### config.mk
export PLATFORM = sky130hd
export DESIGN_NAME = ttdr_ctrl
export DESIGN_NICKNAME = d
export VERILOG_FILES = /design/src/rtl/ttdr_pkg.sv /design/src/rtl/ttdr_ctrl.sv
export SDC_FILE = /design/constraint.sdc
export NUM_CORES = 1
export LEC_CHECK = 0
export ABC_CLOCK_PERIOD_IN_PS = 7890
export BUFFER_PORTS_ARGS = -buffer_cell sky130_fd_sc_hd__buf_2
export CORE_MARGIN = 1.5
export CORE_UTILIZATION = 30
export DETAILED_ROUTE_END_ITERATION = 6
export GPL_TIMING_DRIVEN = 0
export PLACE_DENSITY = 0.51
export RECOVER_POWER = 25
export SLEW_MARGIN = 20
export SYNTH_ARGS = -nofsm -noshare
export SYNTH_HDL_FRONTEND = slang
export SYNTH_SLANG_ARGS = --single-unit
export TNS_END_PERCENT = 1
### constraint.sdc
create_clock -name clk -period 7.89 [get_ports clk]
set_input_delay 0.3945 -clock clk [delete_from_list [all_inputs] [get_ports clk]]
set_output_delay 0.3945 -clock clk [all_outputs]
set_load 0.005 [all_outputs]
### src/rtl/ttdr_pkg.sv
// ----------------------------------------------------------------------------
// ttdr_pkg
// Shared types and codes for the depth-preferred transposition table.
// ----------------------------------------------------------------------------
package ttdr_pkg;

  localparam int INDEX_BITS_DEF = 16;

  // action codes
  localparam logic ACT_STORE  = 1'b0;
  localparam logic ACT_LOOKUP = 1'b1;

  typedef struct packed {
    logic               action;
    logic [63:0]        position_key;
    logic [7:0]         search_depth;
    logic signed [15:0] eval_score;
    logic [1:0]         bound_kind;
    logic [15:0]        move_word;
  } ttdr_in_t;

  typedef struct packed {
    logic               written;
    logic               hit;
    logic [7:0]         found_depth;
    logic signed [15:0] found_score;
    logic [1:0]         found_kind;
    logic [7:0]         found_age;
    logic [15:0]        found_move;
    logic [31:0]        hit_total;
    logic [31:0]        lookup_total;
  } ttdr_out_t;

  // one slot of the entry memory
  typedef struct packed {
    logic [63:0]        key;
    logic [7:0]         depth;
    logic signed [15:0] score;
    logic [1:0]         kind;
    logic [7:0]         age;
    logic [15:0]        move;
  } ttdr_entry_t;

  // write controls from the sequencer to the slot memories
  typedef struct packed {
    logic vld_we;
    logic ent_we;
    logic vld_bit;
  } ttdr_wr_ctl_t;

  typedef enum logic [1:0] {
    ST_CLEAR,
    ST_IDLE,
    ST_EXEC
  } ttdr_state_t;

endpackage

### src/rtl/ttdr_ctrl.sv
// ----------------------------------------------------------------------------
// ttdr_ctrl
// Sequencer: clearing pass, slot read-modify-write, counters and result
// register.
// ----------------------------------------------------------------------------
module ttdr_ctrl
  import ttdr_pkg::*;
#(
  parameter int INDEX_BITS = INDEX_BITS_DEF
) (
  input  logic                  clk,
  input  logic                  rst,
  input  logic                  start,
  output logic                  busy,
  input  ttdr_in_t              request,
  input  logic                  cfg_we,
  input  logic [7:0]            cfg_wdata,
  input  logic                  rd_vld,
  input  ttdr_entry_t           rd_entry,
  output ttdr_wr_ctl_t          wr_ctl,
  output logic [INDEX_BITS-1:0] wr_addr,
  output ttdr_entry_t           wr_entry,
  output logic                  done,
  output ttdr_out_t             result
);

  ttdr_state_t           state;
  ttdr_state_t           state_next;
  logic [INDEX_BITS-1:0] clr_addr;
  logic [7:0]            search_gen;
  ttdr_in_t              req;
  logic [31:0]           hit_cnt;
  logic [31:0]           lookup_cnt;
  logic [31:0]           hit_cnt_next;
  logic [31:0]           lookup_cnt_next;
  logic                  accept;
  logic                  is_lookup;
  logic                  refuse;
  logic                  hit_now;
  ttdr_out_t             result_next;

  assign accept    = start && !busy;
  assign is_lookup = (req.action == ACT_LOOKUP);
  assign refuse    = rd_vld && (rd_entry.depth > req.search_depth);
  assign hit_now   = is_lookup && rd_vld && (rd_entry.key == req.position_key);

  assign wr_entry = '{key:   req.position_key,
                      depth: req.search_depth,
                      score: req.eval_score,
                      kind:  req.bound_kind,
                      age:   search_gen,
                      move:  req.move_word};

  always_ff @(posedge clk) begin
    if (rst) begin
      state <= ST_CLEAR;
    end else begin
      state <= state_next;
    end
  end

  always_comb begin
    state_next = state;
    busy       = 1'b1;
    wr_ctl     = '{vld_we: 1'b0, ent_we: 1'b0, vld_bit: 1'b0};
    wr_addr    = req.position_key[INDEX_BITS-1:0];
    case (state)
      ST_CLEAR: begin
        wr_ctl.vld_we = 1'b1;
        wr_addr       = clr_addr;
        if (clr_addr == '1) begin
          state_next = ST_IDLE;
        end
      end
      ST_IDLE: begin
        busy = 1'b0;
        if (start) begin
          state_next = ST_EXEC;
        end
      end
      ST_EXEC: begin
        // slot data arrived; write back on an accepted store
        if (!is_lookup && !refuse) begin
          wr_ctl = '{vld_we: 1'b1, ent_we: 1'b1, vld_bit: 1'b1};
        end
        state_next = ST_IDLE;
      end
      default: begin
        state_next = ST_CLEAR;
      end
    endcase
  end

  always_comb begin
    hit_cnt_next    = hit_cnt + 32'(hit_now);
    lookup_cnt_next = lookup_cnt + 32'(is_lookup);
    result_next     = '0;
    result_next.written      = !is_lookup && !refuse;
    result_next.hit          = hit_now;
    result_next.hit_total    = hit_cnt_next;
    result_next.lookup_total = lookup_cnt_next;
    if (hit_now) begin
      result_next.found_depth = rd_entry.depth;
      result_next.found_score = rd_entry.score;
      result_next.found_kind  = rd_entry.kind;
      result_next.found_age   = rd_entry.age;
      result_next.found_move  = rd_entry.move;
    end
  end

  always_ff @(posedge clk) begin
    if (rst) begin
      clr_addr    <= '0;
      search_gen  <= '0;
      hit_cnt     <= '0;
      lookup_cnt  <= '0;
      done        <= 1'b0;
    end else begin
      done <= (state == ST_EXEC);
      if (state == ST_CLEAR) begin
        clr_addr <= clr_addr + 1'b1;
      end
      if (cfg_we) begin
        search_gen <= cfg_wdata;
      end
      if (state == ST_EXEC) begin
        hit_cnt    <= hit_cnt_next;
        lookup_cnt <= lookup_cnt_next;
      end
    end
  end

  always_ff @(posedge clk) begin
    if (accept) begin
      req <= request;
    end
    if (state == ST_EXEC) begin
      result <= result_next;
    end
  end

  a_done_after_exec : assert property (@(posedge clk) disable iff (rst)
    done |-> $past(state == ST_EXEC))
    else $error("result strobe without a slot access");

  a_store_or_hit : assert property (@(posedge clk) disable iff (rst)
    done |-> !(result.written && result.hit))
    else $error("store and hit reported together");

  a_store_keeps_counts : assert property (@(posedge clk) disable iff (rst)
    (state == ST_EXEC) && !is_lookup |=>
      (hit_cnt == $past(hit_cnt)) && (lookup_cnt == $past(lookup_cnt)))
    else $error("counters moved on a store");

  a_miss_zero_fields : assert property (@(posedge clk) disable iff (rst)
    done && !result.hit |-> (result.found_depth == '0) && (result.found_move == '0)
      && (result.found_age == '0))
    else $error("found fields set without a hit");

endmodule

==> flow_summary.toml <==
[grt]
grt_use_met1 = 0.248
antenna_found_initial = 4
grt_pass1_wl_um = 65200
grt_use_met2 = 0.319
grt_usage = 0.195
grtUsageMet3 = 0.0498
grt_max_degree = 33
grt_pass1_vias = 10600
grt.busiest_layer = "met2"
overflow = 0

[sta]
final_hold_viol_count = 0
hold-worst-slack_ns = 0.0339
tns_ns = 0
finalSetupViolCount = 0
maxSlewViolCount = 0
fmax_mhz = 196
setup_slack_ns = 2.79
fin_crit_sh = 0.646
relSlewSlack = 0.251
rsz0062_at_grt = "false"
worstMarginPinSlew_ns = 1.11
fin_skew_ns = 0.0231
period_minus_slack_ns = 5.10

[final_layout]
area_growth_pct = 38.9
antenna_cells = 0
multi_input_area_um2 = 4300
fillers = 4240
final_core_util = 0.426
nNetsFinal = 1945
final_cell_mix = "buf_2, edfxtp_1, nor2_1, xnor2_1, clkbuf_1"
drive_above_1_share = 0.308
register_area_um2 = 8520
final_common_cell = "buf_2"

[die]
core_um2 = 43400
rows = 76
pin_count = 485
initial_core_util = 0.306
die-width_um = 213
die_h_um = 213
dieArea_um2 = 45600

[status]
status = "finished, final reports clean"

[worst_setup_path]
start_kind = "register"
crit_required_ns = 8.25
worstSetupPathType = "register to register"
cp_max_fo = 10
regToRegSetupSlack_ns = 2.79
worstPathCellList = "xnor2_1, nand4_1, nor4_1, nand4_1, clkbuf_1, nor2_1, ha_1, ha_1, nand4_1, or3_1, buf_2, or3_4, nor2_1, xor2_1"
critical_path_arrival_ns = 5.46
critPathTopFamily = "simple AND/OR/NAND/NOR gates"
cp_num_buf_inv = 2
crit_slowest_cell = "nand4_1"
crit_top_cell = "nand4_1"
end_kind = "register"
max_stage_delay_ns = 0.62

[clock_network]
clk_latency_ns = 0.55
cts-root-buf = "clkbuf_16"
cts_buffers = 38
path_clk_slew_ns = 0.06
htree_levels = 2
post_cts_buffers = 0
hold_buffers = 65
clkSinkCount = 314
cts_tree = "built"
cts_buffer_depth = 3
postCtsResizedCells = 0

[placement]
dp_slack_ns = 2.66
port_buffers = 482
place_congestion = 0.929
dp_hpwl_um = 35800

[route]
ant_nets = 0
avgViaCountPerCell = 4.60
wl_um = 45600
drc = 0
drt_pass1_iterations = 5
vias = 10600
drt_iter0_markers = 536
wl_per_cell_um = 19.7

[yosys]
synth_cells = 1102
synth_edf_count = 223
yosysWarnings = 0
yosys_register_bits = 314
yosysSeqAreaShare = 0.641
synth_area_per_cell_um2 = 12.1
async_reset_ff_frac = 0
postSynthNetCount = 1349
ys_types = 48
ys.flop_type = "edfxtp_1"
syn_area_um2 = 13300

[power_and_ir_drop]
power.leakage_nw = 7.56
pwr_density_cell_nw_per_um2 = 197
peakVddDrop_uv = 176

[run]
maxCapViolCount = 0

[worst_hold_path]
min_path_type = "input port to register"
registers in the layout, indices dropped and copies added, names as in the netlist:
name / count
lookup_cnt: 32
is_lookup: 1
result: 116
clr_addr: 16
state: 2
search_gen: 8
hit_cnt: 32
done: 1
wr_entry: 106
power by group:
group	switching, mW	internal, mW
Clock	0.704	1.03
Sequential	0.00323	1.76
Combinational	0.0639	0.0830
Total	0.771	2.87
logic make-up (layout without fill, tap and decap cells):
| family | after synthesis | after routing | synth area share |
|---|---|---|---|
| buffers and inverters | 126 | 750 | 0.0365 |
| multiplexers | 23 | 23 | 0.0187 |
| AO/OA/AOI/OAI | 57 | 57 | 0.0262 |
| flip-flops | 314 | 314 | 0.641 |
| AND/OR/NAND/NOR | 399 | 399 | 0.153 |
| adder cells (fa/ha/maj) | 13 | 13 | 0.0122 |
| XOR/XNOR | 170 | 170 | 0.112 |
synth_stat cells (13+ instances only):
cell type,count,area (um2)
nor3_1,66,330
nand3_1,36,180
xnor2_1,98,858
a21oi_1,20,100
dfxtp_1,91,1820
nor4_1,18,113
nand2_1,60,225
edfxtp_1,223,6700
xor2_1,72,631
mux2_2,15,169
nor2_1,107,402
inv_1,79,297
o21ai_0,14,70.1
nand4_1,48,300
and3_1,15,93.8
ha_1,13,163
clkbuf_1,35,131
metrics by stage:
stage	instance area [um2]	cells	total power [mW]
floorplan	13300	1102	1.83
CTS	18500	2311	3.68
global placement	16400	2169	1.91
detailed placement	16600	2178	1.92
global route	18500	2311	3.76
finish	18500	2311	3.64
per-layer routing:
metal,part of all wire,up-vias
met4,0.026,8
met3,0.070,76
met5,0.0011,-
li1,-,5085
met1,0.41,5068
met2,0.49,391
layout make-up:
type,count,area share
plain buffers,46,0.0101
clock buffers,47,0.0561
clock inverters,21,0.0101
inverters,80,0.0163
multi-input cells,662,0.233
flip-flops and latches,314,0.461
well taps,585,0.0397
repair buffers,556,0.174
final timing paths:
check	depth (start not counted)	end	startpoint
worst max-delay path	14	result[62]$_DFFE_PP_	wr_entry[75]$_DFFE_PP_
worst min-delay path	1	wr_entry[25]$_DFFE_PP_	request[17]
worst max register to register	14	result[62]$_DFFE_PP_	wr_entry[75]$_DFFE_PP_
worst min register to register	2	lookup_cnt[0]$_SDFFE_PP0P_	lookup_cnt[0]$_SDFFE_PP0P_
worst reg2reg max path, cell delays in order, from the launching register on:
cell and delay, ns:
edfxtp_1 0.47, xnor2_1 0.34, nand4_1 0.13, nor4_1 0.53
nand4_1 0.62, clkbuf_1 0.39, nor2_1 0.25, ha_1 0.28
ha_1 0.27, nand4_1 0.28, or3_1 0.41, buf_2 0.19
or3_4 0.42, nor2_1 0.12, xor2_1 0.22
Power figures use the tool's default switching activity.
